### config.mk
export PLATFORM = sky130hd
export DESIGN_NAME = json_key_value_extractor_top
export DESIGN_NICKNAME = d
export VERILOG_FILES = /design/src/design/jkve_pkg.sv /design/src/design/jkve_front.sv /design/src/design/jkve_back.sv /design/src/design/jkve_fifo.sv /design/src/design/json_key_value_extractor_top.sv
export SDC_FILE = /design/constraint.sdc
export NUM_CORES = 1
export LEC_CHECK = 0
export ABC_AREA = 1
export ABC_CLOCK_PERIOD_IN_PS = 4600
export BUFFER_PORTS_ARGS = -buffer_cell sky130_fd_sc_hd__buf_4
export CORE_MARGIN = 8
export CORE_UTILIZATION = 55
export DETAILED_ROUTE_END_ITERATION = 8
export GPL_TIMING_DRIVEN = 0
export PLACE_DENSITY = 0.75
export SLEW_MARGIN = 20
export SYNTH_ARGS = -nofsm -noshare
export SYNTH_HDL_FRONTEND = slang
export SYNTH_SLANG_ARGS = --single-unit
### constraint.sdc
create_clock -name clk -period 4.6 [get_ports clk]
set_clock_uncertainty 0.2 [all_clocks]
set_input_delay 0.69 -clock clk [delete_from_list [all_inputs] [get_ports clk]]
set_output_delay 0.69 -clock clk [all_outputs]
set_load 0.05 [all_outputs]
### src/design/jkve_pkg.sv
// Shared types and constants for the JSON key/value extractor.
// Used by the front, queue and back modules; depends on nothing.
package jkve_pkg;

    localparam logic [7:0] CH_QUOTE  = 8'h22;
    localparam logic [7:0] CH_COLON  = 8'h3a;
    localparam logic [7:0] CH_COMMA  = 8'h2c;
    localparam logic [7:0] CH_SPACE  = 8'h20;
    localparam logic [7:0] CH_BSLASH = 8'h5c;
    localparam logic [7:0] CH_LBRK   = 8'h5b;
    localparam logic [7:0] CH_RBRK   = 8'h5d;
    localparam logic [7:0] CH_LBRC   = 8'h7b;
    localparam logic [7:0] CH_RBRC   = 8'h7d;
    localparam logic [7:0] CH_DOT    = 8'h2e;
    localparam logic [7:0] CH_ZERO   = 8'h30;
    localparam logic [7:0] CH_NINE   = 8'h39;
    localparam logic [7:0] CH_N      = 8'h6e;
    localparam logic [7:0] CH_F      = 8'h66;
    localparam logic [7:0] CH_T      = 8'h74;

    localparam logic [2:0] K_STRING  = 3'd0;
    localparam logic [2:0] K_NUMBER  = 3'd1;
    localparam logic [2:0] K_BOOLEAN = 3'd2;
    localparam logic [2:0] K_NULL    = 3'd3;
    localparam logic [2:0] K_ARRAY   = 3'd4;
    localparam logic [2:0] K_OBJECT  = 3'd5;

    localparam logic [2:0] ST_FOUND    = 3'd0;
    localparam logic [2:0] ST_NOTFOUND = 3'd1;
    localparam logic [2:0] ST_EMPTYKEY = 3'd2;
    localparam logic [2:0] ST_SHORT    = 3'd3;
    localparam logic [2:0] ST_BADVAL   = 3'd4;

    localparam logic [1:0] REG_KEY_LO = 2'd0;
    localparam logic [1:0] REG_KEY_HI = 2'd1;
    localparam logic [1:0] REG_LEN    = 2'd2;

    typedef struct packed {
        logic [7:0] cur;
        logic       cur_valid;
        logic       last;
        logic       short_doc;
    } jkve_item_t;

    typedef struct packed {
        logic [7:0] out_byte;
        logic       byte_valid;
        logic [2:0] value_type;
        logic       done_res;
        logic [2:0] status;
    } jkve_res_t;

endpackage

### src/design/jkve_front.sv
// Front part: accepts document bytes, drops the first and last, holds one
// byte so the last inner byte is known. Depends on jkve_pkg.
module jkve_front
    import jkve_pkg::*;
(
    input  logic       clk,
    input  logic       rst_n,
    input  logic       take,
    input  logic [7:0] in_byte,
    input  logic       in_last,
    output jkve_item_t item
);

    logic [7:0] held_byte_reg;
    logic       held_valid_reg;
    logic       first_reg;
    logic [1:0] doc_count_reg;
    logic [1:0] doc_count_next;

    always_comb
    begin
        doc_count_next = (doc_count_reg == 2'd3) ? 2'd3 : doc_count_reg + 2'd1;
        item.cur       = held_byte_reg;
        item.cur_valid = held_valid_reg && !first_reg;
        item.last      = in_last;
        item.short_doc = (doc_count_next != 2'd3);
    end

    always_ff @(posedge clk or negedge rst_n)
    begin
        if (!rst_n)
        begin
            held_valid_reg <= 1'b0;
            first_reg      <= 1'b1;
            doc_count_reg  <= 2'd0;
            held_byte_reg  <= 8'd0;
        end
        else if (take)
        begin
            if (in_last)
            begin
                held_valid_reg <= 1'b0;
                first_reg      <= 1'b1;
                doc_count_reg  <= 2'd0;
            end
            else
            begin
                doc_count_reg <= doc_count_next;
                first_reg     <= 1'b0;
                if (!first_reg)
                begin
                    held_byte_reg  <= in_byte;
                    held_valid_reg <= 1'b1;
                end
            end
        end
    end

endmodule

### src/design/jkve_back.sv
// Back part: key search, value typing and value streaming on inner bytes.
// Depends on jkve_pkg.
module jkve_back
    import jkve_pkg::*;
#(
    parameter int MAX_KEY   = 16,
    parameter int MAX_DEPTH = 255
)
(
    input  logic        clk,
    input  logic        rst_n,
    input  logic        step,
    input  jkve_item_t  item,
    input  logic [63:0] key_lo,
    input  logic [63:0] key_hi,
    input  logic [4:0]  key_len,
    output logic        res_valid,
    output jkve_res_t   res
);

    localparam int DW = $clog2(MAX_DEPTH + 1);

    typedef enum logic [2:0] {
        PH_KEYS, PH_COLON, PH_TYPE, PH_VALUE, PH_FOUND, PH_EMPTYKEY, PH_BAD
    } phase_t;

    phase_t        phase_reg, phase_next;
    logic [7:0]    prev_reg;
    logic          key_mode_reg, key_mode_next;
    logic          in_key_reg, in_key_next;
    logic [4:0]    key_pos_reg, key_pos_next;
    logic          key_eq_reg, key_eq_next;
    logic [2:0]    kind_reg, kind_next;
    logic [DW-1:0] depth_reg, depth_next;
    logic          inq_reg, inq_next;
    logic          emit;
    logic [7:0]    c;
    logic [7:0]    tbyte;
    logic [7:0]    opn, cls;
    logic          unesc_q;
    logic          do_val;
    logic [2:0]    st;

    always_comb
    begin
        c       = item.cur;
        tbyte   = key_pos_reg[3] ? key_hi[{key_pos_reg[2:0], 3'b000} +: 8]
                                 : key_lo[{key_pos_reg[2:0], 3'b000} +: 8];
        unesc_q = (c == CH_QUOTE) && (prev_reg != CH_BSLASH);
        phase_next    = phase_reg;
        key_mode_next = key_mode_reg;
        in_key_next   = in_key_reg;
        key_pos_next  = key_pos_reg;
        key_eq_next   = key_eq_reg;
        kind_next     = kind_reg;
        depth_next    = depth_reg;
        inq_next      = inq_reg;
        emit          = 1'b0;
        do_val        = 1'b0;
        opn = (kind_reg == K_ARRAY) ? CH_LBRK : CH_LBRC;
        cls = (kind_reg == K_ARRAY) ? CH_RBRK : CH_RBRC;
        if (item.cur_valid)
        begin
            unique case (phase_reg)
                PH_KEYS:
                begin
                    if (c == CH_QUOTE && key_mode_reg && !(c == CH_COLON))
                    begin
                        if (!in_key_reg)
                        begin
                            in_key_next  = 1'b1;
                            key_pos_next = 5'd0;
                            key_eq_next  = 1'b1;
                        end
                        else if (key_pos_reg == 5'd0)
                            phase_next = PH_EMPTYKEY;
                        else if (key_eq_reg && key_pos_reg == key_len)
                        begin
                            phase_next   = PH_COLON;
                            in_key_next  = 1'b0;
                            key_pos_next = 5'd0;
                        end
                        else
                        begin
                            in_key_next  = 1'b0;
                            key_pos_next = 5'd0;
                            key_eq_next  = 1'b1;
                        end
                    end
                    else
                    begin
                        if (c == CH_COLON)
                            key_mode_next = !key_mode_reg;
                        else if (c == CH_COMMA && !key_mode_reg)
                            key_mode_next = 1'b1;
                        if (in_key_reg)
                        begin
                            if (!(32'(key_pos_reg) < MAX_KEY && key_pos_reg < key_len
                                  && c == tbyte))
                                key_eq_next = 1'b0;
                            if (32'(key_pos_reg) <= MAX_KEY)
                                key_pos_next = key_pos_reg + 5'd1;
                        end
                    end
                end
                PH_COLON:
                begin
                    if (c == CH_COLON)
                        phase_next = PH_TYPE;
                end
                PH_TYPE:
                begin
                    if (c != CH_SPACE && c != CH_COLON)
                    begin
                        key_pos_next = 5'd0;
                        inq_next     = 1'b0;
                        depth_next   = '0;
                        phase_next   = PH_VALUE;
                        if (c == CH_QUOTE)
                            kind_next = K_STRING;
                        else if (c == CH_LBRK || c == CH_LBRC)
                        begin
                            kind_next  = (c == CH_LBRK) ? K_ARRAY : K_OBJECT;
                            depth_next = DW'(1);
                            emit       = 1'b1;
                        end
                        else if (c == CH_N)
                        begin
                            kind_next = K_NULL;
                            emit      = 1'b1;
                        end
                        else if (c == CH_F || c == CH_T)
                        begin
                            kind_next = K_BOOLEAN;
                            emit      = 1'b1;
                        end
                        else
                        begin
                            kind_next = K_NUMBER;
                            do_val    = 1'b1;
                        end
                    end
                end
                PH_VALUE:
                    do_val = 1'b1;
                default:
                    ;
            endcase
            if (do_val)
            begin
                if (c == CH_COLON || (c == CH_SPACE && (kind_next == K_STRING
                    || kind_next == K_ARRAY || kind_next == K_OBJECT)))
                    emit = 1'b1;
                else if (kind_next == K_STRING)
                begin
                    if (unesc_q)
                        phase_next = (key_pos_reg != 5'd0 && phase_reg == PH_VALUE)
                                     ? PH_FOUND : PH_BAD;
                    else
                        emit = 1'b1;
                end
                else if (kind_next == K_BOOLEAN || kind_next == K_NULL)
                begin
                    if (c == CH_SPACE || c == CH_COMMA)
                        phase_next = (key_pos_reg != 5'd0) ? PH_FOUND : PH_BAD;
                    else
                    begin
                        emit = 1'b1;
                        if (item.last)
                            phase_next = PH_FOUND;
                    end
                end
                else if (kind_next == K_NUMBER)
                begin
                    if (c == CH_DOT)
                        emit = 1'b1;
                    else if (c < CH_ZERO || c > CH_NINE)
                        phase_next = (key_pos_reg != 5'd0 && phase_reg == PH_VALUE)
                                     ? PH_FOUND : PH_BAD;
                    else
                    begin
                        emit = 1'b1;
                        if (item.last)
                            phase_next = PH_FOUND;
                    end
                end
                else
                begin
                    emit = 1'b1;
                    if (unesc_q)
                        inq_next = !inq_reg;
                    if (!inq_next)
                    begin
                        if (c == opn && 32'(depth_reg) < MAX_DEPTH)
                            depth_next = depth_reg + DW'(1);
                        if (c == cls && depth_reg != '0)
                        begin
                            depth_next = depth_reg - DW'(1);
                            if (depth_reg == DW'(1))
                                phase_next = PH_FOUND;
                        end
                    end
                end
            end
            if (emit)
                key_pos_next = 5'd1;
        end
        if (item.short_doc)
            st = ST_SHORT;
        else if (phase_next == PH_KEYS)
            st = ST_NOTFOUND;
        else if (phase_next == PH_FOUND)
            st = ST_FOUND;
        else if (phase_next == PH_EMPTYKEY)
            st = ST_EMPTYKEY;
        else
            st = ST_BADVAL;
        res_valid      = step && (emit || item.last);
        res.out_byte   = emit ? c : 8'd0;
        res.byte_valid = emit;
        res.value_type = (emit || (item.last && st == ST_FOUND)) ? kind_next : 3'd0;
        res.done_res   = item.last;
        res.status     = item.last ? st : ST_FOUND;
    end

    always_ff @(posedge clk or negedge rst_n)
    begin
        if (!rst_n)
        begin
            phase_reg    <= PH_KEYS;
            prev_reg     <= 8'd0;
            key_mode_reg <= 1'b1;
            in_key_reg   <= 1'b0;
            key_pos_reg  <= 5'd0;
            key_eq_reg   <= 1'b1;
            kind_reg     <= K_STRING;
            depth_reg    <= '0;
            inq_reg      <= 1'b0;
        end
        else if (step)
        begin
            if (item.last)
            begin
                phase_reg    <= PH_KEYS;
                prev_reg     <= 8'd0;
                key_mode_reg <= 1'b1;
                in_key_reg   <= 1'b0;
                key_pos_reg  <= 5'd0;
                key_eq_reg   <= 1'b1;
                kind_reg     <= K_STRING;
                depth_reg    <= '0;
                inq_reg      <= 1'b0;
            end
            else
            begin
                phase_reg    <= phase_next;
                if (item.cur_valid)
                    prev_reg <= c;
                key_mode_reg <= key_mode_next;
                in_key_reg   <= in_key_next;
                key_pos_reg  <= key_pos_next;
                key_eq_reg   <= key_eq_next;
                kind_reg     <= kind_next;
                depth_reg    <= depth_next;
                inq_reg      <= inq_next;
            end
        end
    end

    a_done_resets: assert property (@(posedge clk) disable iff (!rst_n)
        (step && item.last) |=> (phase_reg == PH_KEYS && key_pos_reg == 5'd0))
        else $error("state not cleared after done item");
    a_depth_bound: assert property (@(posedge clk) disable iff (!rst_n)
        32'(depth_reg) <= MAX_DEPTH)
        else $error("nesting depth out of range");
    a_emit_phase: assert property (@(posedge clk) disable iff (!rst_n)
        (step && emit) |-> (phase_reg == PH_TYPE || phase_reg == PH_VALUE))
        else $error("value byte outside value phases");

endmodule

### src/design/jkve_fifo.sv
// Two-entry result queue between the back part and the result ports.
// Depends on jkve_pkg.
module jkve_fifo
    import jkve_pkg::*;
(
    input  logic      clk,
    input  logic      rst_n,
    input  logic      wr,
    input  jkve_res_t wdata,
    input  logic      rd,
    output jkve_res_t rdata,
    output logic      full,
    output logic      empty
);

    jkve_res_t  mem_reg [2];
    logic       wp_reg, rp_reg;
    logic [1:0] cnt_reg;

    assign full  = (cnt_reg == 2'd2);
    assign empty = (cnt_reg == 2'd0);
    assign rdata = mem_reg[rp_reg];

    always_ff @(posedge clk)
    begin
        if (wr)
            mem_reg[wp_reg] <= wdata;
    end

    always_ff @(posedge clk or negedge rst_n)
    begin
        if (!rst_n)
        begin
            wp_reg  <= 1'b0;
            rp_reg  <= 1'b0;
            cnt_reg <= 2'd0;
        end
        else
        begin
            if (wr)
                wp_reg <= !wp_reg;
            if (rd)
                rp_reg <= !rp_reg;
            cnt_reg <= cnt_reg + {1'b0, wr} - {1'b0, rd};
        end
    end

endmodule

### src/design/json_key_value_extractor_top.sv
// Top level of the JSON key/value extractor: config registers, front,
// back and result queue. Depends on jkve_pkg and the jkve_* modules.
//
// channel  direction  handshake          payload
// input    in         push / full        in_byte, in_last
// result   out        pop / empty        out_byte, byte_valid, value_type,
//                                        done_res, status
// config   in         cfg_we             cfg_idx, cfg_data
//
// One item per cycle unless full; an item is processed when the next is accepted.
// The result queue holds two items; full rises only when both are waiting.
// Reset clears all control state and the target key registers.
// A stalled result side stops input once the queue is full.
module json_key_value_extractor_top
    import jkve_pkg::*;
#(
    parameter int MAX_KEY   = 16,
    parameter int MAX_DEPTH = 255
)
(
    input  logic        clk,
    input  logic        rst_n,
    input  logic        push,
    output logic        full,
    input  logic [7:0]  in_byte,
    input  logic        in_last,
    input  logic        pop,
    output logic        empty,
    output logic [7:0]  out_byte,
    output logic        byte_valid,
    output logic [2:0]  value_type,
    output logic        done_res,
    output logic [2:0]  status,
    input  logic        cfg_we,
    input  logic [1:0]  cfg_idx,
    input  logic [63:0] cfg_data
);

    logic [63:0] key_lo_reg, key_hi_reg;
    logic [4:0]  len_reg;
    jkve_item_t  item;
    jkve_res_t   res, head;
    logic        res_valid, take, q_full;

    assign take = push && !q_full;
    assign full = q_full;

    always_ff @(posedge clk or negedge rst_n)
    begin
        if (!rst_n)
        begin
            key_lo_reg <= 64'd0;
            key_hi_reg <= 64'd0;
            len_reg    <= 5'd0;
        end
        else if (cfg_we)
        begin
            unique case (cfg_idx)
                REG_KEY_LO: key_lo_reg <= cfg_data;
                REG_KEY_HI: key_hi_reg <= cfg_data;
                REG_LEN:    len_reg    <= cfg_data[4:0];
                default:    ;
            endcase
        end
    end

    jkve_front u_front (
        .clk(clk), .rst_n(rst_n), .take(take),
        .in_byte(in_byte), .in_last(in_last), .item(item)
    );

    jkve_back #(.MAX_KEY(MAX_KEY), .MAX_DEPTH(MAX_DEPTH)) u_back (
        .clk(clk), .rst_n(rst_n), .step(take), .item(item),
        .key_lo(key_lo_reg), .key_hi(key_hi_reg),
        .key_len((32'(len_reg) > MAX_KEY) ? 5'd0 : len_reg),
        .res_valid(res_valid), .res(res)
    );

    jkve_fifo u_fifo (
        .clk(clk), .rst_n(rst_n), .wr(res_valid), .wdata(res),
        .rd(pop && !empty), .rdata(head), .full(q_full), .empty(empty)
    );

    assign out_byte   = head.out_byte;
    assign byte_valid = head.byte_valid;
    assign value_type = head.value_type;
    assign done_res   = head.done_res;
    assign status     = head.status;

endmodule
==> impl_metrics.ini, run 1 <==
[run_status]
status = finished, final reports clean

[placement]
pre_cts_ws_ns = 0.825
io_buffers = 97
hpwl_mm = 23.1
gp_congestion = 0.962
dpl_cell_area_sq_um = 12200

[floorplan]
die-area_sq_um = 24900
initial_core_util_pct = 55.5
core_area_sq_um = 20000
placementRows = 52
die_h_um = 158
ios = 98
die_x_um = 158

[detailed_routing]
wl_per_cell_um = 17.9
ant_nets = 0
drt-total-wl_mm = 31.8
drt_iter0_markers = 821
viasPerCell = 5.71
vias = 10100
firstDrtPassIters = 5
drc = 0

[power_and_ir_drop]
power.combinational.fraction_pct = 34.4
internal-power_mw = 4.06
netSwitchingFraction_pct = 38.8
p_total_mw = 6.64
p_per_area_nw_per_um2 = 512
p_clk_share_pct = 27.7
seqPwrFrac_pct = 37.8
p_switching_mw = 2.58
vdd_drop_max_uv = 305
p_leak_nw = 6.14

[yosys]
synthArstFlopShare_pct = 84.9
synth-seq-cells = 212
synth_nets = 1452
syn_inst = 1360
yosys.area.top_type_share_pct = 40.0
synthTopCellsByArea = dfrtp_1, o21ai_0, nand2_1
ys.flop_type = dfrtp_1
synth-edff-count = 32
synth_area_sq_um = 11100
synth_top_area_cell = dfrtp_1
ys_warn_count = 0
syn_area_per_cell_sq_um = 8.15
yosysUniqueCellTypes = 48
ys_seq_area_share_pct = 49.4

[setup_path]
crit_top_cell = nand2_1
critPathArrivalTime_ns = 3.85
cp-start-kind = register
cp-end-kind = register
worst-endpoint-required_ns = 4.64
slowest_delay_ns = 0.38
cp-startpoint = u_back.key_pos_reg[0]$_DFFE_PN0P_
path_max_fanout = 11
setup.worst_path.class = reg -> reg
path_cells = clkbuf_1 -> inv_1 -> clkbuf_1 -> ha_1 -> nand4_1 -> nand3_1 -> nand3_1 -> nand3_1 -> nand3_1 -> nand2_1 -> nand2_1 -> nand2_1 -> nand2_1 -> nand2_2 -> a21oi_1 -> nand2_1 -> nand2_2 -> nor2_2 -> nor2_2 -> nor2_1
slowest_stage = dfrtp_1
r2r-start = u_back.key_pos_reg[0]$_DFFE_PN0P_

[global_routing]
overflow = 0
grt_max_degree = 82
antenna_found_initial = 0
grt_pass1_vias = 9996
grt_pass1_wl_mm = 51.3
grt.total_usage_pct = 26.0

[final_layout]
mostFrequentLayoutCells = nand2_1, o21ai_0, dfrtp_1, inv_1, nor2_1
layout_commonest_cell = nand2_1
area_growth_syn_to_layout_pct = 17.1
fin_area_sq_um = 13000
drive_above_1_share_pct = 14.5
post-route-util_pct = 65.0
num-nets-final = 1577
n_antenna_cell = 0

[clocking]
cts.clk_slew.worst_paths_ns = 0.06
h-tree-depth = 1
cts.sinks = 212
cts_tree = yes
cts_buffer_depth = 3
cts_buffers = 23
cts_root_buf = clkbuf_16
insertion_delay_ns = 0.51
ctsResizeCount = 0

[hold_path]
hp-class = in -> reg
hold_start = in_last

[sta]
max_freq_ghz = 0.262
period_share_pct = 82.9
max_slew_margin_pct = 43.8
rsz0062_at_grt = false
setup_violations = 0
setup_slack_ns = 0.787
slew_viol_final = 0
finalCriticalPeriod_ns = 3.81
finalHoldViolCount = 0
setup_tns_ns = 0
worstMarginPinSlew_ns = 0.836

[job]
maxCapViolations = 0
## stage by stage
step / instances / hold slack, ns
3_3_place_gp: 1727 / 0.260
6_report: 1772 / 0.170
5_1_grt: 1772 / 0.173
2_1_floorplan: 1360 / 0.194
3_5_place_dp: 1729 / 0.268
4_1_cts: 1772 / 0.161
## metal layers
metal | routed length, um | vias up | global-route usage (%) | share of wire, %
li1 | - | 4756 | - | -
met2 | 15300 | 424 | 43.2 | 48
met3 | 2120 | 112 | 3.74 | 6.7
met5 | 0 | - | 0 | 0
met1 | 13000 | 4828 | 33.2 | 41
met4 | 1350 | 0 | 11.2 | 4.2
## power groups by stage
| stage | sequential, mW | clock, mW | combinational, mW |
|---|---|---|---|
| finish | 2.51 | 1.84 | 2.29 |
| global route | 2.55 | 1.93 | 2.52 |
| CTS | 2.51 | 1.86 | 2.28 |
| detailed placement | 2.53 | 0 | 2.26 |
| global placement | 2.52 | 0 | 2.21 |
| floorplan | 2.45 | 0 | 1.59 |
## cell families after synthesis
| logic type | share of synthesized area [%] |
|---|---|
| AO/OA/AOI/OAI | 17.7 |
| XOR/XNOR | 1.34 |
| adder cells (fa/ha/maj) | 1.36 |
| buffers and inverters | 7.16 |
| flip-flops | 49.4 |
| multiplexers | 0.0904 |
| AND/OR/NAND/NOR | 23.0 |
## cell usage after synthesis, types with 2 or more instances
master,number
inv_2,12
xnor2_1,2
nor2_2,11
o21ai_1,8
nor2_4,6
clkbuf_1,59
a41oi_1,2
nand2_8,3
nand4_1,9
buf_2,2
xor2_1,15
nor3_1,10
nor2_1,125
nand2_2,16
ha_1,12
nand3b_1,2
dfrtp_1,177
nor4_1,2
nand3_2,5
a32o_1,2
o22ai_1,24
o211ai_1,8
edfxtp_1,32
dfstp_2,3
a31oi_1,2
o221ai_1,19
nand2_4,10
nand2_1,307
inv_1,131
nand3_4,2
nor2_8,2
nand3_1,44
o31ai_1,3
clkinv_1,4
a21oi_1,29
o21ai_0,248
## worst max-delay path, delay by kind of cell (launching register included)
family / cells / cell delay (ns)
AND/OR/NAND/NOR: 15 / 1.55
buffers and inverters: 3 / 0.91
flip-flops: 1 / 0.38
adder cells (fa/ha/maj): 1 / 0.33
AO/OA/AOI/OAI: 1 / 0.15
## worst paths after layout
path,endpoint,slack (ns),cells past startpoint
hold reg to reg,u_back.key_eq_reg$_DFFE_PN1P_,0.28,2
setup reg to reg,u_fifo.mem_reg[1][6]$_DFFE_PP_,0.79,20
min in group asynchronous,u_back.depth_reg[4]$_DFFE_PN0P_,0.44,2
setup / recovery,u_fifo.mem_reg[1][6]$_DFFE_PP_,0.79,20
hold / removal,u_fifo.mem_reg[1][3]$_DFFE_PP_,0.17,1
max in group asynchronous,key_lo_reg[45]$_DFFE_PN0P_,2.71,4
## cell type report
class                           instances  area (sq um)
Inverter                              148           558
Tap cell                              270           338
Clock inverter                          8          68.8
Fill cell                            1775          7000
Timing Repair Buffer                  100           801
Buffer                                 62           235
Multi-Input combinational cell        938          4820
Clock buffer                           34           687
Sequential cell                       212          5470
## what timing repair did
item	in CTS	in global routing
endpoints found under the hold margin	37	0
setup buffers	0	0
hold buffers	1	0
Power figures use the tool's default switching activity.
==> inputs of run 2 (changes only) <==
Settings changed: ABC_CLOCK_PERIOD_IN_PS 4600 to 3750.
Clock period 4.6 ns to 3.75 ns, I/O delays scaled along.
==> run 2 against run 1 <==
  * Die area unchanged
  * Flip-flop and latch count did not move
  * Fmax is 8.2% higher
  * First-iteration DRC count increased by 9.9%
  * Combinational power rose by 24%
  * Setup slack lost 0.56 ns
  * Sequential share of layout area fell by 0.14 points
  * Via count about the same
  * Core utilization increased by 0.21 points
  * Critical path depth shrank 3
==> impl_metrics.ini, run 2 (synthesized netlist as in run 1, its figures left out) <==
[power_and_ir_drop]
internal-power_mw = 5.01
power.combinational.fraction_pct = 34.7
p_switching_mw = 3.18
p_clk_share_pct = 27.6
p_leak_nw = 6.16
seqPwrFrac_pct = 37.7
vdd_drop_max_uv = 374
p_per_area_nw_per_um2 = 629
p_total_mw = 8.19
netSwitchingFraction_pct = 38.8

[final_layout]
drive_above_1_share_pct = 15.0
n_antenna_cell = 0
num-nets-final = 1580
post-route-util_pct = 65.2
seq_area_sq_um = 5470
multi_input_area_sq_um = 4830
instances_no_fill = 1775
fillers = 1770
layout_commonest_cell = nand2_1
area_growth_syn_to_layout_pct = 17.5
mostFrequentLayoutCells = nand2_1, o21ai_0, dfrtp_1, inv_1, nor2_1

[sta]
setup_violations = 0
max_freq_ghz = 0.284
setup_tns_ns = 0
setup_slack_ns = 0.226
worstMarginPinSlew_ns = 0.806
finalCriticalPeriod_ns = 3.52
max_slew_margin_pct = 45.8
finalHoldViolCount = 0
slew_viol_final = 0
rsz0062_at_grt = false
period_share_pct = 94.0

[setup_path]
setup.worst_path.class = reg -> reg
worst-endpoint-required_ns = 3.70
cp-start-kind = register
worstRegToRegCells = 17
critPathArrivalTime_ns = 3.47
path_max_fanout = 16
cp-end-kind = register

[clocking]
h-tree-depth = 1
cts_root_buf = clkbuf_16
insertion_delay_ns = 0.51
cts_tree = yes
cts_buffer_depth = 3
cts.sinks = 212
cts_buffers = 23
cts.clk_slew.worst_paths_ns = 0.06

[detailed_routing]
drc = 0
drt-total-wl_mm = 31.8
firstDrtPassIters = 7
ant_nets = 0
m1WireLength_mm = 13.0
wl_met2_mm = 15.3
wl_met3_mm = 2.19
drt_iter0_markers = 902
viasPerCell = 5.70
maxUsedRoutingLayer = met4
vias = 10100
wl_per_cell_um = 17.9

[floorplan]
core_area_sq_um = 20000
die_h_um = 158
ios = 98
initial_core_util_pct = 55.5
die-area_sq_um = 24900
placementRows = 52
die_x_um = 158

[global_routing]
grt_max_degree = 82
grt_pass1_vias = 10000
grt_pass1_wl_mm = 51.4
overflow = 0
antenna_found_initial = 0
grt.total_usage_pct = 26.0

[placement]
io_buffers = 97
gp_congestion = 0.962
place_inst = 1729
pre_cts_ws_ns = -0.0255
hpwl_mm = 23.1

[hold_path]
hp-class = in -> reg
whs_path_depth = 1

[job]
maxCapViolations = 0

[run_status]
status = finished, final reports clean
==> run 2: changes by cell type in the layout (fill, tap and decap cells not counted) <==
cell | before | now
buf_4 | 96 | 100
clkbuf_1 | 63 | 60
clkbuf_2 | 0 | 2
clkinvlp_4 | 0 | 1
inv_1 | 131 | 130
nor2_2 | 13 | 11
nor2_4 | 6 | 8
==> run 2: metrics by stage <==
| step | instance area (sq um) | hold WS [ns] |
|---|---|---|
| finish | 13000 | 0.0429 |
| global route | 13000 | 0.0451 |
| CTS | 13000 | 0.0330 |
| detailed placement | 12200 | 0.259 |
| global placement | 12100 | 0.260 |
| floorplan | 11100 | 0.0669 |
==> run 2: cell type report <==
type	instances	share of cell area, %
clock inverters	8	0.529
repair buffers	104	6.38
well taps	270	2.59
multi-input cells	938	37.1
plain buffers	61	1.80
flip-flops and latches	212	42.0
inverters	148	4.31
clock buffers	34	5.28
==> run 2: final timing paths <==
check                                                startpoint                              end  slack (ns)
max                        u_front.held_byte_reg[4]$_DFFE_PN0P_   u_fifo.mem_reg[1][8]$_DFFE_PP_        0.23
min                                                     in_last   u_fifo.mem_reg[0][3]$_DFFE_PP_        0.04
max reg2reg                u_front.held_byte_reg[4]$_DFFE_PN0P_   u_fifo.mem_reg[1][8]$_DFFE_PP_        0.23
min reg2reg                          key_lo_reg[42]$_DFFE_PN0P_       key_lo_reg[42]$_DFFE_PN0P_        0.28
max in group asynchronous                                 rst_n       key_lo_reg[20]$_DFFE_PN0P_        1.98
min in group asynchronous                                 rst_n  u_back.depth_reg[4]$_DFFE_PN0P_        0.31
==> run 2: what timing repair did <==
item,4_1_cts,5_1_grt
buffers inserted,0,4
resized for setup,2,5
gates cloned,0,0
hold buffers,1,0
hold endpoints to repair,37,0
endpoints found under the setup margin,32,10
==> run 2: power by group through the flow <==
stage / Combinational, mW / Clock [mW] / Sequential (mW)
2_1_floorplan: 1.94 / 0 / 3.01
3_3_place_gp: 2.71 / 0 / 3.10
3_5_place_dp: 2.78 / 0 / 3.11
4_1_cts: 2.80 / 2.28 / 3.08
5_1_grt: 3.13 / 2.37 / 3.12
6_report: 2.84 / 2.26 / 3.08
==> run 2: routing by layer <==
metal | vias up | track usage (%)
li1 | 4767 | -
met1 | 4805 | 33.3
met2 | 446 | 43.3
met3 | 107 | 3.74
met4 | 0 | 11.2
met5 | - | 0
==> run 2: critical path: stages, from the launching register on <==
cell,delay [ns]
dfrtp_1,0.46
inv_2,0.22
nand2_2,0.12
nor2_4,0.22
nand3_4,0.17
nand4_4,0.19
nand2_8,0.09
inv_4,0.10
nand2_2,0.06
o21ai_1,0.15
nand2_1,0.08
nand3_2,0.07
nand2_2,0.08
nand2_4,0.12
nand2_4,0.11
a21oi_4,0.21
inv_2,0.09
nor2_4,0.39
